### src/sv/bcts_pkg.sv
`timescale 1ns / 1ps
// Shared constants, types and the channel blend function for the bilinear
// color table sampler. No dependencies.
package bcts_pkg;

    // Table geometry and weight precision
    localparam int TABLE_SIDE_BITS = 8;
    localparam int WEIGHT_BITS     = 8;

    localparam int SIDE_W   = TABLE_SIDE_BITS;
    localparam int HALF_W   = TABLE_SIDE_BITS - 1;
    localparam int IDX_W    = 2 * TABLE_SIDE_BITS;
    localparam int BANK_AW  = 2 * HALF_W;
    localparam int Q16_W    = 17;
    localparam int PROD_W   = Q16_W + SIDE_W;
    localparam int FX_W     = 16 + SIDE_W;
    localparam int BLEND_W  = 8 + WEIGHT_BITS + 1;
    localparam int COLOR_W  = 24;

    localparam logic [SIDE_W-1:0]      SIDE_MAX    = {SIDE_W{1'b1}};
    localparam logic [Q16_W-1:0]       ONE_Q16     = 17'h10000;
    localparam logic [WEIGHT_BITS:0]   WEIGHT_FULL = {1'b1, {WEIGHT_BITS{1'b0}}};
    localparam logic [BLEND_W-1:0]     WEIGHT_HALF = BLEND_W'(1) << (WEIGHT_BITS - 1);

    // Operation codes carried on s_tuser
    localparam logic OP_LOOKUP = 1'b0;
    localparam logic OP_WRITE  = 1'b1;

    // Stream payload layout
    localparam int S_TDATA_W = 80;
    localparam int M_TDATA_W = 24;
    localparam int TEMP_LSB  = 0;
    localparam int RAIN_LSB  = 17;
    localparam int IDX_LSB   = 34;
    localparam int COLOR_LSB = 50;

    // Coordinate stage output toward the table and sampling stage
    typedef struct packed {
        logic                 valid;
        logic                 op;
        logic [FX_W-1:0]      fx;
        logic [FX_W-1:0]      fy;
        logic [IDX_W-1:0]     idx;
        logic [COLOR_W-1:0]   color;
    } coord_t;

    // Sample control aligned with the registered table read
    typedef struct packed {
        logic                   valid;
        logic [WEIGHT_BITS-1:0] wx;
        logic [WEIGHT_BITS-1:0] wy;
        logic                   xpar;
        logic                   ypar;
    } samp_t;

    typedef logic [1:0][1:0][COLOR_W-1:0] quad_t;

    // Rounded linear blend of two RGB colors, per 8-bit channel
    function automatic logic [COLOR_W-1:0] blend_rgb(
        input logic [COLOR_W-1:0]     a,
        input logic [COLOR_W-1:0]     b,
        input logic [WEIGHT_BITS-1:0] w
    );
        logic [WEIGHT_BITS:0]   wb;
        logic [WEIGHT_BITS:0]   wa;
        logic [BLEND_W-1:0]     acc;
        logic [COLOR_W-1:0]     res;
        wb  = {1'b0, w};
        wa  = WEIGHT_FULL - wb;
        res = '0;
        for (int ch = 0; ch < 3; ch++) begin
            acc = BLEND_W'(a[ch*8 +: 8]) * BLEND_W'(wa)
                + BLEND_W'(b[ch*8 +: 8]) * BLEND_W'(wb)
                + WEIGHT_HALF;
            res[ch*8 +: 8] = acc[WEIGHT_BITS +: 8];
        end
        return res;
    endfunction

endpackage

### src/sv/bcts_blend.sv
`timescale 1ns / 1ps
// Bilinear blend of the four bank outputs: horizontal pass, then vertical
// pass, one register stage each. Uses bcts_pkg.
module bcts_blend (
    input  logic                           clk,
    input  logic                           rst_n,
    input  logic                           adv,
    input  bcts_pkg::samp_t                samp,
    input  bcts_pkg::quad_t                rd_data,
    output logic                           res_valid,
    output logic [bcts_pkg::COLOR_W-1:0]   res_rgb
);
    import bcts_pkg::*;

    logic [COLOR_W-1:0]     top_left;
    logic [COLOR_W-1:0]     top_right;
    logic [COLOR_W-1:0]     bot_left;
    logic [COLOR_W-1:0]     bot_right;

    logic                   v4_reg;
    logic [COLOR_W-1:0]     top4_reg;
    logic [COLOR_W-1:0]     bot4_reg;
    logic [WEIGHT_BITS-1:0] wy4_reg;

    logic                   v5_reg;
    logic [COLOR_W-1:0]     rgb5_reg;

    // Route banks to neighbor positions by the parity of x0 and y0
    assign top_left  = rd_data[samp.ypar][samp.xpar];
    assign top_right = rd_data[samp.ypar][~samp.xpar];
    assign bot_left  = rd_data[~samp.ypar][samp.xpar];
    assign bot_right = rd_data[~samp.ypar][~samp.xpar];

    always_ff @(posedge clk or negedge rst_n)
    begin
        if (!rst_n)
        begin
            v4_reg <= 1'b0;
            v5_reg <= 1'b0;
        end
        else if (adv)
        begin
            v4_reg <= samp.valid;
            v5_reg <= v4_reg;
        end
    end

    // Horizontal pass on both rows, then vertical pass
    always_ff @(posedge clk)
    begin
        if (adv)
        begin
            top4_reg <= blend_rgb(top_left, top_right, samp.wx);
            bot4_reg <= blend_rgb(bot_left, bot_right, samp.wx);
            wy4_reg  <= samp.wy;
            rgb5_reg <= blend_rgb(top4_reg, bot4_reg, wy4_reg);
        end
    end

    assign res_valid = v5_reg;
    assign res_rgb   = rgb5_reg;

endmodule

### config.mk
export PLATFORM = sky130hd
export DESIGN_NAME = bcts_blend
export DESIGN_NICKNAME = d
export VERILOG_FILES = /design/src/sv/bcts_pkg.sv /design/src/sv/bcts_blend.sv
export SDC_FILE = /design/constraint.sdc
export NUM_CORES = 2
export LEC_CHECK = 0
export BUFFER_PORTS_ARGS = -buffer_cell sky130_fd_sc_hd__buf_2
export CAP_MARGIN = 20
export CELL_PAD_IN_SITES_DETAIL_PLACEMENT = 0
export CELL_PAD_IN_SITES_GLOBAL_PLACEMENT = 2
export CORE_MARGIN = 4
export CORE_UTILIZATION = 30
export CTS_BUF_LIST = sky130_fd_sc_hd__clkbuf_16
export DETAILED_ROUTE_END_ITERATION = 16
export PLACE_DENSITY = 0.65
export SYNTH_ARGS = -nofsm -noshare
export SYNTH_HDL_FRONTEND = slang
export SYNTH_SLANG_ARGS = --single-unit
### constraint.sdc
create_clock -name clk -period 8.05 [get_ports clk]
set_input_delay 2.415 -clock clk [delete_from_list [all_inputs] [get_ports clk]]
set_output_delay 2.415 -clock clk [all_outputs]
set_load 0.1 [all_outputs]
# Yosys cells after proc, flatten, opt, wreduce, memory -nomap -nowiden
# Index checks and enable logic that the tools add are counted.
[totals]
reg_bits = 82
out_inout_bits = 25
elab_cells = 62
[op_classes]
n_addsub = 20
multipliers = 18
order_cmp = 4
mux = 12
n_bitwise = 2
[op_table]
columns = ["op", "n"]
rows = [
  ["$mux 24", 8],
  ["$mux 48", 4],
  ["$add 16x16->16", 9],
  ["$add 16x8->16 const B", 9],
  ["$mul 8x8->16", 9],
  ["$mul 8x9->16", 9],
  ["$sub 9x8->9 const A", 2],
  ["$lt 1x2->1 const B", 4],
  ["$not 1->1", 2],
]

# Depth between registers and ports, before layout
[logic_depth]
ltp_word = 8
mapped_depth = 29

# Least setup slack after synthesis
# OpenSTA, ideal clock, no wires.
[synth_path]
path_kind = "in2reg"
from = "input samp[10] in the netlist's numbering"
to = "register bot4_reg[15], data pin"
setup_ps = 260
arrival_time_ps = 9097
required_ps = 7790
slack_ps = -1307
cell_stages = 27
path_buffers = 4
path_cell_list = "buf_2 > inv_1 > buf_2 > clkbuf_1 > ha_1 > nand2_1 > or3_4 > xor2_1 > clkbuf_1 > nand2_1 > fa_1 > fa_1 > fa_1 > inv_1 > fa_1 > fa_1 > inv_1 > fa_1 > inv_1 > ha_1 > nor2_1 > nand3_1 > o221ai_1 > o21ai_2 > o41ai_1 > o21ba_2 > xnor2_1"
[synth_via]
elab_chain_len = 4
word_cells_on_any_way = 5
[synth_lines]
columns = ["element", "line_no", "source"]
rows = [
  ["from (decl)", "bcts_blend.sv:8", "input bcts_pkg::samp_t samp,"],
  ["$sub 9x8->9", "bcts_pkg.sv:69", "wa = WEIGHT_FULL - wb;"],
  ["$mul 8x9->16", "bcts_pkg.sv:72", "acc = BLEND_W'(a[ch*8 +: 8]) * BLEND_W'(wa)"],
  ["$add 16x16->16 *", "bcts_pkg.sv:73", "+ BLEND_W'(b[ch*8 +: 8]) * BLEND_W'(wb)"],
  ["$add 16x8->16 *", "bcts_pkg.sv:74", "+ WEIGHT_HALF;"],
  ["to (signal assigned)", "bcts_blend.sv:54", "bot4_reg <= blend_rgb(bot_left, bot_right, samp.wx);"],
  ["to (decl)", "bcts_blend.sv:22", "logic [COLOR_W-1:0] bot4_reg;"],
]
# Mark *: on every way between the ends. The rest lies on a longest branch, timed or not.
# A chain may end at the register's enable or synchronous reset.

# Final worst setup path
[layout_path]
from = "input samp[10] in the netlist's numbering"
to = "register bot4_reg[20], data pin"
# Same word-level chain as after synthesis.

==> summary.txt <==
Route
  • DRT iter0 DRCs: between 1,500 and 2,000
  • Antenna Nets Post-Route: 0
  • Router iterations before antenna repair: 7
  • DRC: 0
  • DR WL/cell: roughly 19 microns
  • Vias per cell: approximately 4.4
  • Drt total wl: about 140,000 microns
  • Via count: between 30,000 and 40,000

Placement
  • GPL Wtd Cong: ~0.9
  • Hpwl dp: 120,000 microns
  • # port buffers: roughly 140

Min path
  • Hold Crit Start: v4_reg
  • Tightest Hold Check Type: flop to flop
  • Hold path depth: 1
  • Hold Crit Endpoint: v4_reg

Timing
  • Slew Limit Fails: 0
  • Final hold vios: 0
  • Final setup viols: 14
  • Final Cycle Share: 1.01
  • Final WS setup: -0.0952 ns
  • Worst-margin pin slew: between 0.8 and 0.9 ns
  • F_max: 123 MHz
  • RSZ-0062 raised after global routing: true
  • Setup Skew: 0.0175 ns
  • Minimum clock period: roughly 8 ns
  • Slew Limit Headroom: 0.444

Setup path
  • Critical R2R Capture: res_rgb[23]
  • Crit. End Element: flop
  • Setup CP Type: input port to flop
  • Crit path required time: slightly above 8 ns
  • Critical-path maximum fanout: 4
  • CP max-delay cell: fa_2
  • Worst R2R Setup Slack: 0.68 ns
  • Reg-to-reg critical path startpoint: wy4_reg[1]
  • FF-to-FF path depth: 23
  • Worst path buffer plus inverter count: 10
  • CP max stage delay: roughly 0.54 ns
  • Delay-heaviest family, CP: adder cells
  • WP data arrival: approximately 8.3 ns
  • Most frequent CP cell: fa_1
  • CP Launch Type: input port

GRT
  • Pin count of the biggest net entering global routing: 48
  • First-pass GRT wire length: 217,000 microns
  • GRT overflow: 0
  • Overall Global Routing Usage: 0.183
  • Vias in the first global route: ~35,000
  • Initial antenna violation count: 17

Run status
  • Failing checks: setup timing
  • Outcome: finished with violations

Clock tree
  • CTS Buf Count: 9
  • CTS tree: yes
  • CTS root buf: clkbuf_16
  • Htree depth: 3
  • Maximum clock insertion buffer count: 2
  • Clock Latency Late Sink: ~0.42 ns
  • CTS sink count: 82
  • Clock transition at the registers of the reported paths: roughly 0.080 ns

Synthesis
  • Syn Nets: 6,527
  • YS warnings: 0
  • Synth area leader: fa_1
  • Top FF cell, synth: edfxtp_1
  • Mapped Cells: 4,922
  • Sequential area share after synthesis: 0.0550
  • Post-synth EDFFs: 80
  • #FFs+latches synth: 82
  • Synth cell types: 63
  • Mean post-synth cell area: 9.06 sq um
  • Top cells by count, synth: inv_1, fa_1, and2_1, ha_1, nand2_1
  • Ys async rst share: 0.0244
  • Ranking of synthesized cells by area: fa_1, ha_1, inv_1
  • Top cell type's share of synthesized area: 0.404
  • Post-Synthesis Cell Area: about 45,000 sq um
  • Top-count cell post-synth: inv_1

Job
  • # Max-Cap Violations: 0

Finish
  • Finished Core Util: 0.361
  • Synth-to-Final Area Change: 19.6%
  • Fin nets: about 7,000
  • Layout cells sized above 1: 0.181

Floorplan
  • Starting Density: 0.302
  • Rows: approximately 140
  • IO Pins: around 140
  • Die H: 394 microns
  • Chip Width: 394 microns
  • Die Area: around 150,000 sq um
  • Core Area: 148,000 sq um
## layout make-up
class / count / area [sq um]
Antenna cell: 4 / 10.0
Multi-Input combinational cell: 3359 / 37700
Clock buffer: 9 / 225
Fill cell: 15274 / 94300
Sequential cell: 82 / 2450
Inverter: 1320 / 4970
Clock inverter: 7 / 141
Tap cell: 1930 / 2410
Timing Repair Buffer: 660 / 5450
## how the worst max path moves through the flow
stage | startpoint | endpoint | slack [ns] | cells past startpoint
2_1_floorplan | samp[0] | bot4_reg[7] | -0.56 | 24
3_5_place_dp | samp[0] | top4_reg[23] | -0.88 | 23
4_1_cts | samp[10] | top4_reg[7] | -0.09 | 25
5_1_grt | samp[1] | top4_reg[15] | -0.26 | 23
6_report | samp[10] | bot4_reg[20] | -0.1 | 28
3_3_place_gp | samp[11] | top4_reg[15] | -0.84 | 25
## metrics by stage
step / setup TNS [ns] / cells / cell area, sq um / worst slack, ns / hold WS (ns)
2_1_floorplan: -9.28 / 4922 / 45000 / -0.564 / 0.475
3_3_place_gp: -28.20 / 7280 / 51200 / -0.843 / 0.484
3_5_place_dp: -29.38 / 7280 / 51200 / -0.876 / 0.496
4_1_cts: -0.194 / 7337 / 52400 / -0.0894 / 0.516
5_1_grt: -4.38 / 7369 / 53300 / -0.264 / 0.538
6_report: -0.508 / 7371 / 53300 / -0.0952 / 0.508
## metal layers
metal | share of wire | vias to the layer above | wire (microns) | GRT usage
li1 | - | 15541 | - | -
met1 | 0.48 | 16445 | 67300 | 0.264
met2 | 0.46 | 538 | 64600 | 0.303
met3 | 0.040 | 80 | 5640 | 0.0205
met4 | 0.013 | 0 | 1820 | 0.0272
met5 | 0 | - | 0 | 0
## cell families after synthesis
logic type / share of synthesized area
AOI/OAI and AO/OA: 0.0277
muxes: 0.0330
DFF: 0.0550
and+or+nand+nor: 0.162
adders and majority gates: 0.569
buffers and inverters: 0.126
xor gates and xnor gates: 0.0271
## cell usage in the layout (no fill, tap or decap), drive strengths merged, types with 36 or more instances in the layout
cell type / count
inv: 1320
fa: 900
buf: 658
and2: 600
ha: 587
nand2: 465
nor2: 271
xnor2: 106
edfxtp: 80
a21oi: 59
o21ai: 54
mux4: 36
## repair_timing
item	4_1_cts	5_1_grt
pin swaps	54	87
setup endpoints to repair	38	39
hold buffers	0	0
buffers inserted	39	36
gates resized for setup	99	173
gates cloned	3	0
Power is left out: the tool's default activity adds up to more than one toggle a clock period on the data nets, which glitch-free logic cannot reach.
