--- src/sv/bcts_pkg.sv ---
`timescale 1ns / 1ps
// Shared constants, types and the channel blend function for the bilinear
// color table sampler. No dependencies.
package bcts_pkg;

    // Table geometry and weight precision
    localparam int TABLE_SIDE_BITS = 8;
    localparam int WEIGHT_BITS     = 8;

    localparam int SIDE_W   = TABLE_SIDE_BITS;
    localparam int HALF_W   = TABLE_SIDE_BITS - 1;
    localparam int IDX_W    = 2 * TABLE_SIDE_BITS;
    localparam int BANK_AW  = 2 * HALF_W;
    localparam int Q16_W    = 17;
    localparam int PROD_W   = Q16_W + SIDE_W;
    localparam int FX_W     = 16 + SIDE_W;
    localparam int BLEND_W  = 8 + WEIGHT_BITS + 1;
    localparam int COLOR_W  = 24;

    localparam logic [SIDE_W-1:0]      SIDE_MAX    = {SIDE_W{1'b1}};
    localparam logic [Q16_W-1:0]       ONE_Q16     = 17'h10000;
    localparam logic [WEIGHT_BITS:0]   WEIGHT_FULL = {1'b1, {WEIGHT_BITS{1'b0}}};
    localparam logic [BLEND_W-1:0]     WEIGHT_HALF = BLEND_W'(1) << (WEIGHT_BITS - 1);

    // Operation codes carried on s_tuser
    localparam logic OP_LOOKUP = 1'b0;
    localparam logic OP_WRITE  = 1'b1;

    // Stream payload layout
    localparam int S_TDATA_W = 80;
    localparam int M_TDATA_W = 24;
    localparam int TEMP_LSB  = 0;
    localparam int RAIN_LSB  = 17;
    localparam int IDX_LSB   = 34;
    localparam int COLOR_LSB = 50;

    // Coordinate stage output toward the table and sampling stage
    typedef struct packed {
        logic                 valid;
        logic                 op;
        logic [FX_W-1:0]      fx;
        logic [FX_W-1:0]      fy;
        logic [IDX_W-1:0]     idx;
        logic [COLOR_W-1:0]   color;
    } coord_t;

    // Sample control aligned with the registered table read
    typedef struct packed {
        logic                   valid;
        logic [WEIGHT_BITS-1:0] wx;
        logic [WEIGHT_BITS-1:0] wy;
        logic                   xpar;
        logic                   ypar;
    } samp_t;

    typedef logic [1:0][1:0][COLOR_W-1:0] quad_t;

    // Rounded linear blend of two RGB colors, per 8-bit channel
    function automatic logic [COLOR_W-1:0] blend_rgb(
        input logic [COLOR_W-1:0]     a,
        input logic [COLOR_W-1:0]     b,
        input logic [WEIGHT_BITS-1:0] w
    );
        logic [WEIGHT_BITS:0]   wb;
        logic [WEIGHT_BITS:0]   wa;
        logic [BLEND_W-1:0]     acc;
        logic [COLOR_W-1:0]     res;
        wb  = {1'b0, w};
        wa  = WEIGHT_FULL - wb;
        res = '0;
        for (int ch = 0; ch < 3; ch++) begin
            acc = BLEND_W'(a[ch*8 +: 8]) * BLEND_W'(wa)
                + BLEND_W'(b[ch*8 +: 8]) * BLEND_W'(wb)
                + WEIGHT_HALF;
            res[ch*8 +: 8] = acc[WEIGHT_BITS +: 8];
        end
        return res;
    endfunction

endpackage

--- src/sv/bcts_coord.sv ---
`timescale 1ns / 1ps
// Coordinate front end: input saturation, rainfall scaling and the mapping
// onto fixed-point table coordinates. Two register stages. Uses bcts_pkg.
module bcts_coord (
    input  logic                               clk,
    input  logic                               rst_n,
    input  logic                               adv,
    input  logic                               accept,
    input  logic                               op,
    input  logic [bcts_pkg::Q16_W-1:0]         temperature,
    input  logic [bcts_pkg::Q16_W-1:0]         rainfall,
    input  logic [15:0]                        entry_index,
    input  logic [bcts_pkg::COLOR_W-1:0]       entry_color,
    output bcts_pkg::coord_t                   coord
);
    import bcts_pkg::*;

    logic [Q16_W-1:0]   t_sat;
    logic [Q16_W-1:0]   r_sat;
    logic [2*Q16_W-1:0] rt_prod;

    logic               v1_reg;
    logic               op1_reg;
    logic [Q16_W-1:0]   t1_reg;
    logic [Q16_W-1:0]   rp1_reg;
    logic [IDX_W-1:0]   idx1_reg;
    logic [COLOR_W-1:0] color1_reg;

    logic [PROD_W-1:0]  fx_prod;
    logic [PROD_W-1:0]  fy_prod;

    coord_t             c2_reg;

    // Stage 1: clamp to 1.0 and scale rainfall by temperature
    assign t_sat   = (temperature > ONE_Q16) ? ONE_Q16 : temperature;
    assign r_sat   = (rainfall > ONE_Q16) ? ONE_Q16 : rainfall;
    assign rt_prod = (2*Q16_W)'(t_sat) * (2*Q16_W)'(r_sat);

    always_ff @(posedge clk or negedge rst_n)
    begin
        if (!rst_n)
        begin
            v1_reg <= 1'b0;
        end
        else if (adv)
        begin
            v1_reg <= accept;
        end
    end

    always_ff @(posedge clk)
    begin
        if (adv)
        begin
            op1_reg    <= op;
            t1_reg     <= t_sat;
            rp1_reg    <= rt_prod[16 +: Q16_W];
            idx1_reg   <= IDX_W'(entry_index);
            color1_reg <= entry_color;
        end
    end

    // Stage 2: (1 - t) and (1 - r') times the top table coordinate
    assign fx_prod = PROD_W'(ONE_Q16 - t1_reg) * PROD_W'(SIDE_MAX);
    assign fy_prod = PROD_W'(ONE_Q16 - rp1_reg) * PROD_W'(SIDE_MAX);

    always_ff @(posedge clk or negedge rst_n)
    begin
        if (!rst_n)
        begin
            c2_reg <= '0;
        end
        else if (adv)
        begin
            c2_reg.valid <= v1_reg;
            c2_reg.op    <= op1_reg;
            c2_reg.fx    <= fx_prod[FX_W-1:0];
            c2_reg.fy    <= fy_prod[FX_W-1:0];
            c2_reg.idx   <= idx1_reg;
            c2_reg.color <= color1_reg;
        end
    end

    assign coord = c2_reg;

`ifndef SYNTH
    // The last column and row are only reached with a zero fraction, so the
    // wrapped second neighbor always carries zero weight.
    a_edge_x_zero_frac: assert property (@(posedge clk) disable iff (!rst_n)
        (c2_reg.valid && c2_reg.op == OP_LOOKUP && c2_reg.fx[16 +: SIDE_W] == SIDE_MAX)
        |-> (c2_reg.fx[15:0] == 16'h0000))
        else $error("x0 at table edge with nonzero fraction");
    a_edge_y_zero_frac: assert property (@(posedge clk) disable iff (!rst_n)
        (c2_reg.valid && c2_reg.op == OP_LOOKUP && c2_reg.fy[16 +: SIDE_W] == SIDE_MAX)
        |-> (c2_reg.fy[15:0] == 16'h0000))
        else $error("y0 at table edge with nonzero fraction");
`endif

endmodule

--- config.mk ---
export PLATFORM = sky130hd
export DESIGN_NAME = bcts_coord
export DESIGN_NICKNAME = d
export VERILOG_FILES = /design/src/sv/bcts_pkg.sv /design/src/sv/bcts_coord.sv
export SDC_FILE = /design/constraint.sdc
export NUM_CORES = 1
export LEC_CHECK = 0
export BUFFER_PORTS_ARGS = -buffer_cell sky130_fd_sc_hd__buf_2
export CORE_MARGIN = 4
export CORE_UTILIZATION = 61
export CTS_CLUSTER_SIZE = 8
export DETAILED_ROUTE_END_ITERATION = 10
export GPL_ROUTABILITY_DRIVEN = 0
export PLACE_DENSITY = 0.79
export SYNTH_ARGS = -nofsm -noshare
export SYNTH_HDL_FRONTEND = slang
export SYNTH_SLANG_ARGS = --single-unit
--- constraint.sdc ---
create_clock -name clk -period 6.9 [get_ports clk]
set_input_delay 1.035 -clock clk [delete_from_list [all_inputs] [get_ports clk]]
set_output_delay 1.035 -clock clk [all_outputs]
set_load 0.02 [all_outputs]
# After elaboration in Yosys (flattened, before gate mapping)

Index checks and enable logic that the tools add are counted.

Multipliers: 3
$add $sub $neg: 2
Multiplexer cells: 2
Order comparisons: 2

Operator list:

| kind                                               | count |
|---|---|
| multiplier 18 x 9 -> 24 bit, second input constant | 2 |
| subtractor 17 x 17 -> 18 bit, first input constant | 2 |
| > comparator 17 bit, second input constant         | 2 |
| two-way mux 17 bit                                 | 2 |
| multiplier 17 x 17 -> 33 bit                       | 1 |

Output and inout bits: 90
Bits of input ports: 79
Flip-flop bits (word level): 166
Word-level logic and storage cells: 21

# Logic depth before layout (Yosys ltp)

Gate-level depths: netlist of run 1.

Depth in word-level cells: 3
Mapped depth: 28

# Least setup slack after synthesis of run 1

Ideal clock, no wire load.

Path type: input -> register
From: input port temperature[0] in the netlist's numbering
To: register rp1_reg[8], data pin
Path buffers: 2
Stages: 27
Arrival time: 7.114 ns
Setup time: 0.263 ns
Setup slack: -0.477 ns
Cell sequence: nor4_1 > nand4_1 > nand2_1 > clkbuf_1 > nand2_1 > inv_2 > clkbuf_1 > nand2_1 > fa_1 > inv_1 > fa_1 > inv_1 > fa_1 > inv_1 > fa_1 > fa_1 > inv_1 > fa_1 > inv_1 > ha_1 > a21oi_1 > o21ai_0 > a21oi_1 > a21oi_1 > o41a_1 > a311oi_1 > xnor2_1

Longest elaborated chain between the ends: 3

RTL lines:

| what                         | RTL line         | RTL |
|---|---|---|
| start, declared              | bcts_coord.sv:10 | `input logic [bcts_pkg::Q16_W-1:0] temperature,` |
| > comparator 17 bit          | bcts_coord.sv:35 | `assign t_sat = (temperature > ONE_Q16) ? ONE_Q16 : temperature;` |
| two-way mux 17 bit           | bcts_coord.sv:35 |  |
| named net t_sat[7]           | bcts_coord.sv:18 | `logic [Q16_W-1:0] t_sat;` |
| multiplier 17 x 17 -> 33 bit | bcts_coord.sv:37 | `assign rt_prod = (2*Q16_W)'(t_sat) * (2*Q16_W)'(r_sat);` |
| named net rt_prod[24]        | bcts_coord.sv:20 | `logic [2*Q16_W-1:0] rt_prod;` |
| end signal, assigned         | bcts_coord.sv:57 | `rp1_reg <= rt_prod[16 +: Q16_W];` |
| end, declared                | bcts_coord.sv:25 | `logic [Q16_W-1:0] rp1_reg;` |

The timed path passes the listed nets, and every way through them passes these cells.
A chain may end at the register's enable or synchronous reset.

# Final worst setup path of run 1

From: input port temperature[12] in the netlist's numbering
To: register rp1_reg[15], data pin

The elaborated chain is that of the path after synthesis.

==> results.tsv, run 1 <==
metric	value	unit
num_io_pins	169	
h-tree-depth	4	
final_area	26700	µm²
crit_type	in2reg	
dr.pass1.iters	6	
synth_area_per_cell	9.81	µm²
antenna_found_initial	0	
worstPathRequired	7.10	ns
finalCritPeriodShare	99.3	%
async_flop_share	54.8	%
critPathCaptureType	register	
r2r.worst_path.cells	22	
grt_usage	29.1	%
cts_hold_repair.buffers	0	
dpl.hpwl	47000	µm
grt_max_degree	105	
cts_tree	built	
drcViolationCount	0	
clock_latency	0.45	ns
synth_top_cell_by_area	fa_1	
ys_top_cells_by_count	543 x inv_1, 379 x fa_1, 243 x nand2_1, 196 x ha_1, 154 x nor2_1	
synth_ff_type	dfrtp_1	
slew_headroom	33.8	%
cts.path.max_buffers	2	
synth_edf_count	75	
initial_core_util	62.2	%
cts_buffers	17	
pre_cts_ws	-0.651	ns
die_h	199	µm
synth-seq-area-share	20.3	%
synth.most_common_cell	inv_1	
synth_top_cells_by_area	fa_1 34%, ha_1 11%, dfrtp_1 10%, edfxtp_1 10%, inv_1 9.1%	
critPathArrivalTime	7.05	ns
cts-root-buf	clkbuf_16	
min_period	6.85	ns
syn-cell-area	22300	µm²
drive_above_1_share	24.3	%
syn_nets	2925	
fp.dieArea	39700	µm²
grtUsageMet1	37.4	%
report.final.slew_viol_count	0	
via_count	17400	
path_max_fanout	6	
clock-sinks	166	
grtUsageMet3	5.11	%
routed_wirelength	58100	µm
gr-usage-met2	49.2	%
multiInputGateArea	16000	µm²
status	completed	
gr-total-overflow	0	
seqCellArea	4530	µm²
synth_top_area_share	34.0	%
finalSetupTns	0	ns
layout.nets	3298	
area_delta_synth_final	19.9	%
synth_cell_types	77	
cp-start-kind	primary input	
busiest_layer	met2	
fp.dieW	199	µm
grt_setup_unrepaired	true	
worst_slack	0.0479	ns
whs	0.420	ns
ys_ff_latch	166	
nFillCells	2268	
place_area	25200	µm²
holdCritPathClass	in2async	
coreArea	35800	µm²
hold_viol_final	0	
finClkSkew	0.0168	ns
syn_inst	2271	
grt_pass1_vias	18600	
vias_per_cell	5.58	
ant_nets	0	
clkTransAtPathRegs	0.07	ns
setup_viol	0	
wire_per_inst	18.6	µm
fmax	146	MHz
ys.warnings.count	0	
numPortBuffers	168	
largest_reg_flops	90	
grt_pass1_wl	91800	µm
cap_violations	0	
fp-row-count	69	
drt_iter0_markers	1313	
worst_pin_slew	0.993	ns
==> per-stage QoR <==
stage	utilization, %	instances
floorplan	-	2271
global placement	70.4	3053
detailed placement	70.4	3053
CTS	72.0	3085
global route	74.6	3118
finish	74.6	3119
==> critical path: stages <==
cell and delay [ns]:
buf_8 0.10, nor4_4 0.27, nand4_1 0.16, nand2_2 0.19, buf_6 0.17, nand2_2 0.10
inv_2 0.10, buf_4 0.18, nand2_1 0.10, fa_1 0.51, inv_2 0.04, fa_1 0.54
fa_1 0.42, fa_1 0.46, fa_1 0.49, inv_1 0.05, fa_1 0.49, inv_2 0.05
ha_4 0.24, a21o_1 0.18, a21o_1 0.15, a21o_1 0.17, and3_4 0.18, nor4_4 0.38
o21bai_1 0.14, xor2_1 0.17
==> cell type report <==
class / instances / share of cell area (%)
Sequential cell: 166 / 16.9
Clock buffer: 20 / 1.67
Clock inverter: 12 / 0.431
Timing Repair Buffer: 411 / 10.9
Antenna cell: 1 / 0.00936
Multi-Input combinational cell: 1491 / 59.9
Tap cell: 461 / 2.16
Inverter: 557 / 8.02
==> layer usage <==
metal,vias to the layer above,share of wire (%)
li1,7786,-
met1,8519,38
met2,858,49
met3,255,8.1
met4,0,5.3
met5,-,0
==> path summary, 6_finish.rpt <==
check                                       start                     to  slack, ns
min in group clk           idx1_reg[11]$_DFFE_PP_  coord[35]$_DFFE_PN0P_       0.48
setup reg to reg              t1_reg[0]$_DFFE_PP_  coord[83]$_DFFE_PN0P_       0.40
hold / removal                              rst_n  coord[71]$_DFFE_PN0P_       0.42
setup / recovery                  temperature[12]  rp1_reg[15]$_DFFE_PP_       0.05
max in group asynchronous                   rst_n  coord[22]$_DFFE_PN0P_       5.24
hold reg to reg            idx1_reg[11]$_DFFE_PP_  coord[35]$_DFFE_PN0P_       0.48
==> repair_timing <==
item                       4_1_cts  5_1_grt
resized for setup                9      163
pin swaps                        0       39
setup endpoints to repair       12       14
gates cloned                     0        1
setup buffers                    0       32
==> kinds of logic after synthesis <==
family	synth area share (%)
buf+inv	10.3
fa+ha+maj	45.0
simple gates	11.3
compound gates	5.87
flops	20.3
xor+xnor	3.49
mux	3.63
==> layout by cell type (no fill, tap or decap), types with 13 or more instances in the layout <==
master,instances
mux2_2,70
nor2b_1,13
fa_1,367
dfrtp_1,91
buf_2,158
xor2_1,26
clkbuf_16,18
buf_4,218
a21o_1,25
nor2_1,134
ha_1,185
nand3_1,21
nor2_2,18
o21ai_0,32
edfxtp_1,75
nand2_1,218
buf_6,23
a21oi_1,48
xnor2_1,59
o21ai_1,13
inv_1,533
nor3_1,18
and3_1,22
a211oi_1,13
Power of run 1 is left out: the tool's default activity adds up to more than one toggle a clock period on the data nets, which glitch-free logic cannot reach.
==> inputs of run 2 (changes only) <==
==> constraint.sdc (replaced) <==
create_clock -name clk -period 6.4 [get_ports clk]
set_input_delay 0.96 -clock clk [delete_from_list [all_inputs] [get_ports clk]]
set_output_delay 0.96 -clock clk [all_outputs]
set_load 0.02 [all_outputs]
==> run 2 against run 1 <==
  * The run now ends with setup timing left
  * Critical path depth stayed put
  * Hold slack lost 0.057 ns
  * Clock-buffer cell count is 3 lower
  * First-iteration DRC count rose by 18%
  * Die area unchanged
  * Sequential cell count unchanged
  * Final area grew 3.3%
  * Clock skew up 0.0035 ns
  * Non-clock buffer count increased by 41
  * Critical endpoint is now rp1_reg[8]$_DFFE_PP_
  * Largest cell class unchanged
==> results.tsv, run 2 (synthesis gave the netlist of run 1 again) <==
metric	value	unit	change
status	finished with violations		
failed_checks	setup timing		
drcViolationCount	0		unchanged
slew_headroom	31.4	%	-2.4 points
ant_nets	0		unchanged
grt_usage	30.7	%	+1.6 points
wire_per_inst	19.5	µm	+4.7%
setup_viol	16		+16
cp-startpoint	rainfall[6]		
critPathArrivalTime	6.97	ns	-0.08 ns
fp.dieW	199	µm	unchanged
finalSetupTns	-4.31	ns	-4.31 ns
grt_max_degree	106		+0.95%
report.final.slew_viol_count	0		unchanged
finClkSkew	0.0203	ns	+0.00354 ns
fp-row-count	69		unchanged
cts_buffers	17		unchanged
dr.pass1.iters	7		+1
antenna_found_initial	0		unchanged
clkTransAtPathRegs	0.08	ns	about the same
grt_setup_unrepaired	true		
gr-total-overflow	0		unchanged
min_period	6.76	ns	
vias_per_cell	5.68		+1.7%
layout.nets	3339		+1.2%
layout_common_cells	522 x inv_1, 364 x fa_1, 243 x buf_4		
largest_reg_flops	90		unchanged
cts_tree	built		
dpl.hpwl	46400	µm	-1.2%
grt_pass1_wl	96700	µm	+5.3%
worst_pin_slew	1.03	ns	+0.0346 ns
grt_pass1_vias	19700		+6.0%
path_max_fanout	8		+2
critPathCaptureType	register		
worstPathRequired	6.61	ns	-0.49 ns
num_io_pins	169		unchanged
die_h	199	µm	unchanged
routed_wirelength	61600	µm	+6.1%
fp.dieArea	39700	µm²	unchanged
diodes	0		-1
crit_type	in2reg		
initial_core_util	62.2	%	unchanged
finalCritPeriodShare	106	%	
hold_viol_final	0		unchanged
cp-start-kind	primary input		
cts-root-buf	clkbuf_16		
fmax	148	MHz	
cts_hold_repair.buffers	0		unchanged
h-tree-depth	4		unchanged
cap_violations	0		unchanged
holdCritPathClass	in2async		
coreArea	35800	µm²	unchanged
drive_above_1_share	27.7	%	+3.4 points
utilization	77.1	%	+2.5 points
area_delta_synth_final	23.9	%	
clock_latency	0.46	ns	about the same
numPortBuffers	168		unchanged
clock-sinks	166		unchanged
r2r_start	rp1_reg[3]$_DFFE_PP_		
cts.path.max_buffers	2		unchanged
r2r_slack	0.23	ns	-0.17 ns
mostFrequentLayoutCell	inv_1		
drt_iter0_markers	1551		+18%
via_count	17900		+3.0%
r2r.worst_path.cells	21		-4.5%
worst_slack	-0.358	ns	-0.406 ns
## run 2: cell types whose count changed in the layout (fill, tap and decap cells not counted), sizes merged
cell	change
diode	-1
clkbuf	-3
buf	+41
clkinvlp	-5
inv	+8
## run 2: final timing paths
| check | end |
|---|---|
| max reg2reg | coord[63]$_DFFE_PN0P_ |
| max in group asynchronous | coord[25]$_DFFE_PN0P_ |
| min | coord[73]$_DFFE_PN0P_ |
| max | rp1_reg[8]$_DFFE_PP_ |
| min in group clk | coord[86]$_DFFE_PN0P_ |
| min reg2reg | coord[86]$_DFFE_PN0P_ |
## run 2: through the flow
stage                     worst slack, ns  cells  hold slack, ns  area [µm²]
after floorplan                    -0.369   2271           0.454       22700
after global placement             -0.736   3063           0.456       25600
after detailed placement           -0.905   3063           0.467       25600
after CTS                          -0.220   3134           0.356       27100
after global routing               -0.563   3159           0.376       27600
final                              -0.358   3159           0.363       27600
## run 2: cell type report
cell class	instances	area, µm²
timing repair buffer	452	3350
tap	461	577
clock buffer	17	425
inverter	557	2160
multi-input combinational	1491	16400
clock inverter	15	204
fill	2108	8200
sequential	166	4530
## run 2: timing repair
item / CTS / global route
cloned: 1 / 1
gates resized for setup: 152 / 82
endpoints found under the setup margin: 16 / 27
buffers inserted: 40 / 27
pin swaps: 81 / 69
## run 2: layer usage
metal / vias up / track usage [%] / part of all wire [%]
li1: 7878 / - / -
met1: 8754 / 37.1 / 37
met2: 974 / 53.1 / 49
met3: 338 / 6.02 / 7.6
met4: 0 / 15.0 / 6.3
met5: - / 0 / 0
## run 2: worst max-delay path: stages
cell      delay, ns
buf_2          0.12
nor4_2         0.26
nand4_1        0.16
nand2_2        0.15
buf_12         0.13
and2_4         0.19
buf_12         0.13
nand2_4        0.05
fa_1           0.52
inv_2          0.06
fa_1           0.58
inv_2          0.06
fa_1           0.50
inv_1          0.05
fa_2           0.53
fa_1           0.44
fa_1           0.57
ha_4           0.23
nand2_4        0.09
nor2_4         0.04
buf_6          0.11
a21oi_4        0.20
a21oi_4        0.10
o41a_1         0.37
a311oi_2       0.25
xnor2_1        0.09
Power of run 2 is left out for the same reason.
